--- src/sv/mtep_pkg.sv ---
// types and constants shared by the track event parser modules
package mtep_pkg;

	localparam int unsigned DELTA_W = 28;
	localparam logic [2:0] MAX_DELTA_BYTES = 3'd4;

	localparam logic [7:0] STATUS_META = 8'hFF;
	localparam logic [7:0] STATUS_SYS_FIRST = 8'hF0;
	localparam logic [3:0] TYPE_PROG_CHANGE = 4'hC;
	localparam logic [3:0] TYPE_CHAN_PRESSURE = 4'hD;
	localparam logic [7:0] META_SEQ_NUMBER = 8'h00;
	localparam logic [7:0] META_TEXT_FIRST = 8'h01;
	localparam logic [7:0] META_TEXT_LAST = 8'h07;

	typedef enum logic [2:0] {
		PH_DELTA,
		PH_STATUS,
		PH_CH_P1,
		PH_CH_P2,
		PH_META_TYPE,
		PH_META_LEN,
		PH_META_DATA,
		PH_ERROR
	} phase_t;

	typedef enum logic [1:0] {
		KIND_CHANNEL,
		KIND_META_DONE,
		KIND_META_TEXT,
		KIND_ERROR
	} kind_t;

	typedef enum logic [1:0] {
		ERR_NONE,
		ERR_BAD_STATUS,
		ERR_DELTA_LONG
	} err_t;

	typedef struct packed {
		kind_t              result_kind;
		err_t               error_code;
		logic [DELTA_W-1:0] delta_ticks;
		logic [3:0]         event_type;
		logic [3:0]         channel;
		logic [7:0]         param1;
		logic [7:0]         param2;
		logic [7:0]         meta_type;
		logic [7:0]         text_byte;
	} result_t;

endpackage

--- src/sv/mtep_in_stage.sv ---
// input register stage holding one track byte word
module mtep_in_stage (
	input  logic       clk,
	input  logic       arst_n,
	input  logic       in_valid,
	output logic       in_ready,
	input  logic [7:0] data_byte,
	input  logic       track_start,
	input  logic       take,
	output logic       valid_s1,
	output logic [7:0] data_s1,
	output logic       start_s1
);

	logic load;

	assign in_ready = !valid_s1 || take;
	assign load = in_valid && in_ready;

	always_ff @(posedge clk or negedge arst_n) begin
		if (!arst_n) begin
			valid_s1 <= 1'b0;
		end else if (load) begin
			valid_s1 <= 1'b1;
		end else if (take) begin
			valid_s1 <= 1'b0;
		end
	end

	always_ff @(posedge clk) begin
		if (load) begin
			data_s1 <= data_byte;
			start_s1 <= track_start;
		end
	end

endmodule

--- src/sv/mtep_core.sv ---
// parser state and per-byte decode of track events
module mtep_core (
	input  logic             clk,
	input  logic             arst_n,
	input  logic             take,
	input  logic [7:0]       data_s1,
	input  logic             start_s1,
	output logic             res_valid,
	output mtep_pkg::result_t res
);

	mtep_pkg::phase_t phase_q, phase_d, ph;
	logic [mtep_pkg::DELTA_W-1:0] acc_q, acc_d, acc;
	logic [2:0] cnt_q, cnt_d, cnt;
	logic [7:0] status_q, status_d;
	logic [7:0] fp_q, fp_d;
	logic [7:0] sp_q, sp_d;
	logic [7:0] mkind_q, mkind_d;
	logic [7:0] left_q, left_d;
	logic [7:0] pos_q, pos_d;
	logic       is_text;

	assign is_text = (mkind_q >= mtep_pkg::META_TEXT_FIRST) &&
		(mkind_q <= mtep_pkg::META_TEXT_LAST);

	always_comb begin
		ph = start_s1 ? mtep_pkg::PH_DELTA : phase_q;
		acc = start_s1 ? '0 : acc_q;
		cnt = start_s1 ? 3'd0 : cnt_q;
		phase_d = ph;
		acc_d = acc;
		cnt_d = cnt;
		status_d = status_q;
		fp_d = fp_q;
		sp_d = sp_q;
		mkind_d = mkind_q;
		left_d = left_q;
		pos_d = pos_q;
		res_valid = 1'b0;
		res = '0;
		res.delta_ticks = acc;
		case (ph)
			mtep_pkg::PH_DELTA: begin
				acc_d = {acc[mtep_pkg::DELTA_W-8:0], data_s1[6:0]};
				cnt_d = cnt + 3'd1;
				if (data_s1[7]) begin
					if (cnt_d >= mtep_pkg::MAX_DELTA_BYTES) begin
						res_valid = 1'b1;
						res.result_kind = mtep_pkg::KIND_ERROR;
						res.error_code = mtep_pkg::ERR_DELTA_LONG;
						res.delta_ticks = acc_d;
						phase_d = mtep_pkg::PH_ERROR;
					end
				end else begin
					phase_d = mtep_pkg::PH_STATUS;
				end
			end
			mtep_pkg::PH_STATUS: begin
				if (data_s1 == mtep_pkg::STATUS_META) begin
					phase_d = mtep_pkg::PH_META_TYPE;
				end else if (!data_s1[7] || data_s1 >= mtep_pkg::STATUS_SYS_FIRST) begin
					res_valid = 1'b1;
					res.result_kind = mtep_pkg::KIND_ERROR;
					res.error_code = mtep_pkg::ERR_BAD_STATUS;
					phase_d = mtep_pkg::PH_ERROR;
				end else begin
					status_d = data_s1;
					phase_d = mtep_pkg::PH_CH_P1;
				end
			end
			mtep_pkg::PH_CH_P1: begin
				fp_d = data_s1;
				if (status_q[7:4] == mtep_pkg::TYPE_PROG_CHANGE ||
					status_q[7:4] == mtep_pkg::TYPE_CHAN_PRESSURE) begin
					res_valid = 1'b1;
					res.result_kind = mtep_pkg::KIND_CHANNEL;
					res.event_type = status_q[7:4];
					res.channel = status_q[3:0];
					res.param1 = data_s1;
					phase_d = mtep_pkg::PH_DELTA;
					acc_d = '0;
					cnt_d = 3'd0;
				end else begin
					phase_d = mtep_pkg::PH_CH_P2;
				end
			end
			mtep_pkg::PH_CH_P2: begin
				res_valid = 1'b1;
				res.result_kind = mtep_pkg::KIND_CHANNEL;
				res.event_type = status_q[7:4];
				res.channel = status_q[3:0];
				res.param1 = fp_q;
				res.param2 = data_s1;
				phase_d = mtep_pkg::PH_DELTA;
				acc_d = '0;
				cnt_d = 3'd0;
			end
			mtep_pkg::PH_META_TYPE: begin
				mkind_d = data_s1;
				phase_d = mtep_pkg::PH_META_LEN;
			end
			mtep_pkg::PH_META_LEN: begin
				left_d = data_s1;
				pos_d = 8'd0;
				fp_d = 8'd0;
				sp_d = 8'd0;
				if (data_s1 == 8'd0) begin
					res_valid = 1'b1;
					res.result_kind = mtep_pkg::KIND_META_DONE;
					res.meta_type = mkind_q;
					phase_d = mtep_pkg::PH_DELTA;
					acc_d = '0;
					cnt_d = 3'd0;
				end else begin
					phase_d = mtep_pkg::PH_META_DATA;
				end
			end
			mtep_pkg::PH_META_DATA: begin
				if (pos_q == 8'd0) begin
					fp_d = data_s1;
				end else if (pos_q == 8'd1) begin
					sp_d = data_s1;
				end
				pos_d = pos_q + 8'd1;
				left_d = left_q - 8'd1;
				if (is_text) begin
					res_valid = 1'b1;
					res.result_kind = mtep_pkg::KIND_META_TEXT;
					res.meta_type = mkind_q;
					res.text_byte = data_s1;
					if (left_d == 8'd0) begin
						phase_d = mtep_pkg::PH_DELTA;
						acc_d = '0;
						cnt_d = 3'd0;
					end
				end else if (left_d == 8'd0) begin
					res_valid = 1'b1;
					res.result_kind = mtep_pkg::KIND_META_DONE;
					res.meta_type = mkind_q;
					if (mkind_q == mtep_pkg::META_SEQ_NUMBER) begin
						res.param1 = fp_d;
						res.param2 = sp_d;
					end
					phase_d = mtep_pkg::PH_DELTA;
					acc_d = '0;
					cnt_d = 3'd0;
				end
			end
			mtep_pkg::PH_ERROR: begin
				phase_d = mtep_pkg::PH_ERROR;
			end
			default: begin
				phase_d = mtep_pkg::PH_ERROR;
			end
		endcase
	end

	always_ff @(posedge clk or negedge arst_n) begin
		if (!arst_n) begin
			phase_q <= mtep_pkg::PH_DELTA;
			acc_q <= '0;
			cnt_q <= 3'd0;
			status_q <= 8'd0;
			fp_q <= 8'd0;
			sp_q <= 8'd0;
			mkind_q <= 8'd0;
			left_q <= 8'd0;
			pos_q <= 8'd0;
		end else if (take) begin
			phase_q <= phase_d;
			acc_q <= acc_d;
			cnt_q <= cnt_d;
			status_q <= status_d;
			fp_q <= fp_d;
			sp_q <= sp_d;
			mkind_q <= mkind_d;
			left_q <= left_d;
			pos_q <= pos_d;
		end
	end

	a_error_parks: assert property (@(posedge clk) disable iff (!arst_n)
		take && res_valid && res.result_kind == mtep_pkg::KIND_ERROR
		|=> phase_q == mtep_pkg::PH_ERROR)
		else $error("error word did not park the parser");

	a_error_silent: assert property (@(posedge clk) disable iff (!arst_n)
		take && phase_q == mtep_pkg::PH_ERROR && !start_s1 |-> !res_valid)
		else $error("word produced while waiting for track start");

	a_channel_type: assert property (@(posedge clk) disable iff (!arst_n)
		take && res_valid && res.result_kind == mtep_pkg::KIND_CHANNEL
		|-> res.event_type >= 4'h8 && res.event_type <= 4'hE)
		else $error("channel event with non-channel type");

endmodule

--- src/sv/mtep_out_stage.sv ---
// result register towards the output channel
module mtep_out_stage (
	input  logic              clk,
	input  logic              arst_n,
	input  logic              take,
	input  logic              res_valid,
	input  mtep_pkg::result_t res,
	input  logic              out_ready,
	output logic              out_valid,
	output mtep_pkg::result_t res_s2
);

	always_ff @(posedge clk or negedge arst_n) begin
		if (!arst_n) begin
			out_valid <= 1'b0;
		end else if (take) begin
			out_valid <= res_valid;
		end else if (out_ready) begin
			out_valid <= 1'b0;
		end
	end

	always_ff @(posedge clk) begin
		if (take && res_valid) begin
			res_s2 <= res;
		end
	end

endmodule

--- src/sv/midi_track_event_parser_unit.sv ---
// top level of the midi track event parser
// Parses a track chunk body one byte word per cycle: variable-length delta
// times of up to four bytes, channel events, and meta events whose data is
// skipped, with text meta characters and sequence numbers reported. One byte
// is accepted every cycle while the result side keeps up; a byte passes an
// input register, is decoded by a single state machine step and its result,
// if any, lands in the result register, so a result is presented on the cycle
// after its byte is taken. A bad status byte or an over-long delta time gives
// an error word, after which bytes are swallowed until one with track_start set.
module midi_track_event_parser_unit (
	input  logic        clk,
	input  logic        arst_n,
	input  logic        in_valid,
	output logic        in_ready,
	input  logic [7:0]  data_byte,
	input  logic        track_start,
	output logic        out_valid,
	input  logic        out_ready,
	output logic [1:0]  result_kind,
	output logic [1:0]  error_code,
	output logic [27:0] delta_ticks,
	output logic [3:0]  event_type,
	output logic [3:0]  channel,
	output logic [7:0]  param1,
	output logic [7:0]  param2,
	output logic [7:0]  meta_type,
	output logic [7:0]  text_byte
);

	logic              valid_s1;
	logic [7:0]        data_s1;
	logic              start_s1;
	logic              take;
	logic              res_valid;
	mtep_pkg::result_t res;
	mtep_pkg::result_t res_s2;

	assign take = valid_s1 && (!out_valid || out_ready);

	mtep_in_stage u_in (
		.clk         (clk),
		.arst_n      (arst_n),
		.in_valid    (in_valid),
		.in_ready    (in_ready),
		.data_byte   (data_byte),
		.track_start (track_start),
		.take        (take),
		.valid_s1    (valid_s1),
		.data_s1     (data_s1),
		.start_s1    (start_s1)
	);

	mtep_core u_core (
		.clk       (clk),
		.arst_n    (arst_n),
		.take      (take),
		.data_s1   (data_s1),
		.start_s1  (start_s1),
		.res_valid (res_valid),
		.res       (res)
	);

	mtep_out_stage u_out (
		.clk       (clk),
		.arst_n    (arst_n),
		.take      (take),
		.res_valid (res_valid),
		.res       (res),
		.out_ready (out_ready),
		.out_valid (out_valid),
		.res_s2    (res_s2)
	);

	assign result_kind = res_s2.result_kind;
	assign error_code = res_s2.error_code;
	assign delta_ticks = res_s2.delta_ticks;
	assign event_type = res_s2.event_type;
	assign channel = res_s2.channel;
	assign param1 = res_s2.param1;
	assign param2 = res_s2.param2;
	assign meta_type = res_s2.meta_type;
	assign text_byte = res_s2.text_byte;

endmodule
--- config.mk ---
export PLATFORM = sky130hd
export DESIGN_NAME = midi_track_event_parser_unit
export DESIGN_NICKNAME = d
export VERILOG_FILES = /design/src/sv/mtep_pkg.sv /design/src/sv/mtep_in_stage.sv /design/src/sv/mtep_core.sv /design/src/sv/mtep_out_stage.sv /design/src/sv/midi_track_event_parser_unit.sv
export SDC_FILE = /design/constraint.sdc
export NUM_CORES = 1
export LEC_CHECK = 0
export BUFFER_PORTS_ARGS = -buffer_cell sky130_fd_sc_hd__buf_2
export CORE_MARGIN = 5
export CORE_UTILIZATION = 52
export DETAILED_ROUTE_END_ITERATION = 7
export GPL_TIMING_DRIVEN = 0
export HOLD_SLACK_MARGIN = 0.05
export PLACE_DENSITY = 0.82
export SLEW_MARGIN = 20
export SYNTH_ARGS = -nofsm -noshare
export SYNTH_HDL_FRONTEND = slang
export SYNTH_SLANG_ARGS = --single-unit
--- constraint.sdc ---
create_clock -name clk -period 6.11 [get_ports clk]
set_input_delay 1.222 -clock clk [delete_from_list [all_inputs] [get_ports clk]]
set_output_delay 1.222 -clock clk [all_outputs]
set_load 0.02 [all_outputs]
# [Word-level counts from Yosys, hierarchy flattened]
# Cells that the tools add are included.
[totals] wordCells=126 out_inout_bits=74 regBits=165 in_bits=13
[classes] eq_ne=11 n_lt_le_gt_ge=4 n_reduce_logical=25 bitwise=2 mux=59 n_addsub=3
[ops] cell="28-bit two-way mux" n=5
[ops] cell="28-bit one-hot mux with 5 select lines" n=1
[ops] cell="8-bit one-hot mux with 2 select lines" n=6
[ops] cell="32-bit two-way mux" n=2
[ops] cell="16-bit two-way mux" n=3
[ops] cell="8-bit one-hot mux with 3 select lines" n=2
[ops] cell="8-bit two-way mux" n=5
[ops] cell="3-bit two-way mux" n=11
[ops] cell="8-bit zero test" n=4
[ops] cell="24-bit two-way mux" n=1
[ops] cell="3-bit one-hot mux with 8 select lines" n=1
[ops] cell="3-bit one-hot mux with 5 select lines" n=1
[ops] cell="1-bit two-way mux" n=14
[ops] cell="3-bit equality test, second input constant" n=4
[ops] cell="8-bit by 1-bit adder with 8-bit output, second input constant" n=1
[ops] cell="4-bit equality test, second input constant" n=2
[ops] cell="8-bit by 1-bit equality test with 1-bit output, second input constant" n=1
[ops] cell="8-bit equality test, second input constant" n=1
[ops] cell="8-bit by 1-bit >= comparator with 1-bit output, second input constant" n=1
[ops] cell="8-bit >= comparator, second input constant" n=1
[ops] cell="8-bit by 3-bit less-or-equal comparator with 1-bit output, second input constant" n=1
[ops] cell="4-bit two-way mux" n=2
[ops] cell="2-bit one-hot mux with 4 select lines" n=1
[ops] cell="2-bit AND reduction" n=4
[ops] cell="16 further kinds" n=29

# [Depth between registers and ports, before layout]
[depth] ltp_word=7 depth_mapped=11 depth_no_buf=9

# [By module]
# A second synthesis with hierarchy kept.
[unflattened] hier_cells=669 hier_area_um2=7518.5
[modules_own_cells] module="mtep_core" seq_area_each_um2=2052.0 instances=1 area_per_inst_um2=4976.0 cells_per_inst=578
[modules_own_cells] module="mtep_out_stage" seq_area_each_um2=2187.1 instances=1 area_per_inst_um2=2207.1 cells_per_inst=76
[modules_own_cells] module="mtep_in_stage" seq_area_each_um2=295.3 instances=1 area_per_inst_um2=324.1 cells_per_inst=13
[modules_own_cells] module="midi_track_event_parser_unit" seq_area_each_um2=0.0 instances=1 area_per_inst_um2=11.3 cells_per_inst=2

# [Worst setup path before layout]
# Ideal clock, no wire load.
[synth_path] path_type="register to register" startpoint="register u_in.start_s1" endpoint="register, netlist name u_out.res_s2[0]" slack_ns=0.347 synth_period_minus_slack_ns=5.763 n_path_buf=2 stages_incl_launch_ff=12 setup_time_ns=0.503 t_arrival_ns=5.260 required_time_ns=5.607 cell_sequence="edfxtp_1 clkbuf_1 buf_2 nor2b_1 ha_1 or3b_2 a21oi_1 o21ai_1 clkinv_1 nor2_1 and3b_1 nor2_1"
[synth_between] elab_chain_cells=7 elab_cells_between_ends=14 classes_between="add/sub (1); order compare (1); eq/ne (5); mux (5); reduce/logical (2)"
[synth_lines] item="start, declared" line="mtep_in_stage.sv:12" text="output logic start_s1"
[synth_lines] item="start signal, assigned" line="mtep_in_stage.sv:33" text="start_s1 <= track_start;"
[synth_lines] item="3-bit two-way mux" line="mtep_core.sv:29" text="cnt = start_s1 ? 3'd0 : cnt_q;"
[synth_lines] item="3-bit by 1-bit adder with 3-bit output" line="mtep_core.sv:45" text="cnt_d = cnt + 3'd1;"
[synth_lines] item="3-bit >= comparator" line="mtep_core.sv:47" text="if (cnt_d >= mtep_pkg::MAX_DELTA_BYTES) begin"
[synth_lines] item="1-bit two-way mux" line="mtep_core.sv:47"
[synth_lines] item="1-bit two-way mux" line="mtep_core.sv:46" text="if (data_s1[7]) begin"
[synth_lines] item="1-bit one-hot mux with 6 select lines (*)" line="mtep_core.sv:42" text="case (ph)"
[synth_lines] item="1-bit logical AND (*)" line="mtep_out_stage.sv:24" text="if (take && res_valid) begin"
# Every way passes the cells marked *; elsewhere a longest branch is shown, timed or not.
# A chain may end at the register's enable or synchronous reset.

# [Worst setup path in the final report]
[layout_path] startpoint="register u_in.start_s1" endpoint="register, netlist name u_out.res_s2[66]"
[layout_between] elab_chain_cells=7 elab_cells_between_ends=14 classes_between="add/sub (1); order compare (1); eq/ne (5); mux (5); reduce/logical (2)"
[layout_lines] item="3-bit two-way mux" line="mtep_core.sv:29"
[layout_lines] item="3-bit by 1-bit adder with 3-bit output" line="mtep_core.sv:45"
[layout_lines] item="3-bit >= comparator" line="mtep_core.sv:47"
[layout_lines] item="1-bit two-way mux" line="mtep_core.sv:47"
[layout_lines] item="1-bit two-way mux" line="mtep_core.sv:46"
[layout_lines] item="1-bit one-hot mux with 6 select lines (*)" line="mtep_core.sv:42"
[layout_lines] item="1-bit logical AND (*)" line="mtep_out_stage.sv:24"
# Marked as above.

==> results.json <==
{
  "final_max_slew_viol_count": 0,
  "grt_remaining_overflow": 0,
  "cts_max_level": 4,
  "first_iter_violations": 564,
  "drc": 0,
  "rr_worst_depth": 13,
  "die_x_um": 128,
  "yosysTopAreaCell": "edfxtp_1",
  "finalNetCount": 708,
  "cp-end-kind": "register",
  "cts_made_buffers": 17,
  "die_h_um": 128,
  "routedWlPerCell_um": 18.8,
  "synth-warning-count": 0,
  "synthesis.nets": 600,
  "dp_cells": 850,
  "synth_seq_cells": 165,
  "min_path_type": "reg -> reg",
  "power_frac_clock_pct": 28.2,
  "cts.repair.resized": 0,
  "power_density_mw_per_mm2": 422,
  "synth.most_common_cell": "dfrtp_1",
  "placementRows": 43,
  "clock_skew_ns": 0.00887,
  "port_buffers": 86,
  "path_class": "reg -> reg",
  "outcome": "complete, no violations",
  "ys_seq_area_share_pct": 62.8,
  "synthFlopType": "dfrtp_1",
  "die-area_mm2": 0.0163,
  "cts_buffer_depth": 2,
  "leakage_nw": 3.49,
  "p_comb_share_pct": 26.0,
  "required_ns": 6.23,
  "switchingPower_mw": 1.18,
  "grt_pass1_vias": 5156,
  "finalHoldViolations": 0,
  "fin_cells": 882,
  "grt.total_usage_pct": 20.8,
  "fin_crit_sh_pct": 68.3,
  "crit_arrival_ns": 4.30,
  "drv_cap": 0,
  "swShare_pct": 32.9,
  "start_util_pct": 52.4,
  "synthCells": 581,
  "place.gp.congestion": 0.928,
  "grt_max_degree": 52,
  "final_antenna_net_count": 0,
  "synth.distinct_cells": 64,
  "crit_end": "u_out.res_s2[66]",
  "synth.area.top_cells": "edfxtp_1 34%, dfrtp_1 29%, a22o_1 7.4%, mux2i_1 2.9%, nor2_1 2.9%",
  "crit_start": "u_in.start_s1",
  "n_antenna_cell": 0,
  "relSlewSlack_pct": 32.2,
  "fin_crit_ns": 4.17,
  "area_growth_syn_to_layout_pct": 18.1,
  "via_per_inst": 5.98,
  "syn_area_per_cell_um2": 12.4,
  "fin_util_pct": 61.9,
  "startpoint_type": "register",
  "max_freq_mhz": 240,
  "insertion_delay_ns": 0.43,
  "drive_gt1_share_pct": 21.8,
  "syn_area_mm2": 0.00722,
  "synth-edff-count": 81,
  "cts.clk_slew.worst_paths_ns": 0.06,
  "ys_top_cells_by_count": "84 x dfrtp_1, 81 x edfxtp_1, 61 x a22o_1",
  "synth_top_area_share_pct": 33.7,
  "core-area_mm2": 0.0138,
  "p_seq_share_pct": 45.7,
  "hpwl_mm": 11.2,
  "setup_viol": 0,
  "vias": 5274,
  "hold_ws_ns": 0.493,
  "regToRegSetupSlack_ns": 1.94,
  "io-pin-count": 87,
  "ys_async_sr_fraction_pct": 50.9,
  "ir_drop_mv": 0.237,
  "firstDrtPassIters": 5,
  "reg2reg_from": "u_in.start_s1",
  "postCtsSetupBuffers": 0,
  "clock_sinks": 165,
  "routed_wl_mm": 16.5,
  "internal_power_mw": 2.41,
  "rsz0062_at_grt": "false",
  "antenna_found_initial": 0,
  "crit_fanout": 32,
  "cts_tree": "yes",
  "ctsHoldBuffers": 0,
  "tightest_slew_ns": 1.01,
  "root_buffer": "clkbuf_16",
  "reg2reg_to": "u_out.res_s2[66]",
  "grt_pass1_wl_mm": 26.6
}
critical path: stages, from the launching register on:
cell and delay (ns):
edfxtp_1 0.38, clkbuf_1 0.31, buf_2 0.31, nor2b_1 0.08, ha_1 0.28, or3b_2 0.47
a21oi_1 0.17, o21ai_1 0.29, clkinv_1 0.21, nor2_1 0.10, and3b_1 0.26, nor2_4 0.54
buf_16 0.24, buf_12 0.21
worst min path at each step:
| stage | start | end | slack [ns] | depth (start not counted) |
|---|---|---|---|---|
| after global routing | u_core.pos_q[7] | u_core.pos_q[7] | 0.51 | 1 |
| final | u_core.pos_q[7] | u_core.pos_q[7] | 0.49 | 1 |
| after floorplan | u_core.pos_q[7] | u_core.pos_q[7] | 0.45 | 1 |
| after detailed placement | u_core.acc_q[27] | u_core.acc_q[27] | 0.48 | 1 |
| after CTS | u_core.pos_q[7] | u_core.pos_q[7] | 0.50 | 1 |
| after global placement | u_core.pos_q[7] | u_core.pos_q[7] | 0.48 | 1 |
cells in the final DEF (no fill, tap or decap), types with 3 or more instances in the layout:
master | netlist | final
buf_6 | 4 | 4
ha_1 | 6 | 6
and3_1 | 7 | 7
o21ai_1 | 3 | 3
mux2i_1 | 21 | 21
edfxtp_1 | 81 | 81
inv_1 | 14 | 14
a31oi_1 | 8 | 8
mux2_2 | 8 | 8
nand2b_1 | 10 | 10
clkbuf_1 | 21 | 25
buf_2 | 5 | 90
or2_2 | 3 | 3
nand3_1 | 15 | 15
nor2_1 | 56 | 55
o21ai_0 | 40 | 40
nand2_1 | 28 | 28
o31ai_4 | 3 | 3
nand4_1 | 3 | 3
o22ai_1 | 4 | 4
a22o_1 | 61 | 61
nor2b_1 | 10 | 10
dfrtp_1 | 84 | 84
a21oi_1 | 12 | 12
clkinv_2 | 0 | 5
nor3_1 | 11 | 11
or3_1 | 5 | 5
clkbuf_16 | 0 | 17
and2_1 | 12 | 12
metal layers:
layer	share of wire [%]	GRT usage (%)
met4	2.1	7.80
met5	0	0
met1	40	26.5
met2	50	33.9
met3	8.2	5.96
power by group through the flow:
stage,Combinational (mW),Clock (mW),Sequential [mW]
finish,0.936,1.02,1.64
global route,1.02,1.08,1.67
CTS,0.932,1.03,1.64
detailed placement,0.922,0,1.65
global placement,0.869,0,1.65
floorplan,0.584,0,1.69
state kept, by name, indices dropped and copies added (netlist names):
| name | flops |
|---|---|
| u_out.res_s2 | 72 |
| u_core.fp_q | 8 |
| u_core.status_q | 8 |
| u_in.start_s1 | 1 |
| u_out.out_valid | 1 |
| u_core.left_q | 8 |
| u_core.pos_q | 8 |
| u_core.sp_q | 8 |
| u_core.acc_q | 28 |
| u_core.cnt_q | 3 |
| u_in.data_s1 | 8 |
| u_in.valid_s1 | 1 |
| u_core.phase_q | 3 |
| u_core.mkind_q | 8 |
area by class of cell:
| cell class | count | area, µm² |
|---|---|---|
| Multi-Input combinational cell | 368 | 2470 |
| Tap cell | 180 | 225 |
| Clock inverter | 10 | 110 |
| Buffer | 31 | 156 |
| Inverter | 17 | 63.8 |
| Clock buffer | 22 | 454 |
| Fill cell | 1063 | 5250 |
| Timing Repair Buffer | 89 | 508 |
| Sequential cell | 165 | 4530 |
cells by family after synthesis:
family	after synthesis	synth area share (%)
muxes	29	4.16
xor gates and xnor gates	3	0.364
adders and majority gates	6	1.04
AOI/OAI and AO/OA	151	15.7
DFF	165	62.8
buffers and inverters	48	3.05
and+or+nand+nor	179	12.9
through the flow:
step                TNS, ns  worst slack (ns)  cell area (µm²)  power (mW)
detailed placement        0              2.01             7960        2.58
finish                    0              1.94             8530        3.60
CTS                       0              1.97             8530        3.60
global placement     -69.11            -0.970             7880        2.52
floorplan                 0             0.347             7220        2.28
global route              0              1.74             8530        3.77
Note: power is estimated with default switching activity, not from simulation.
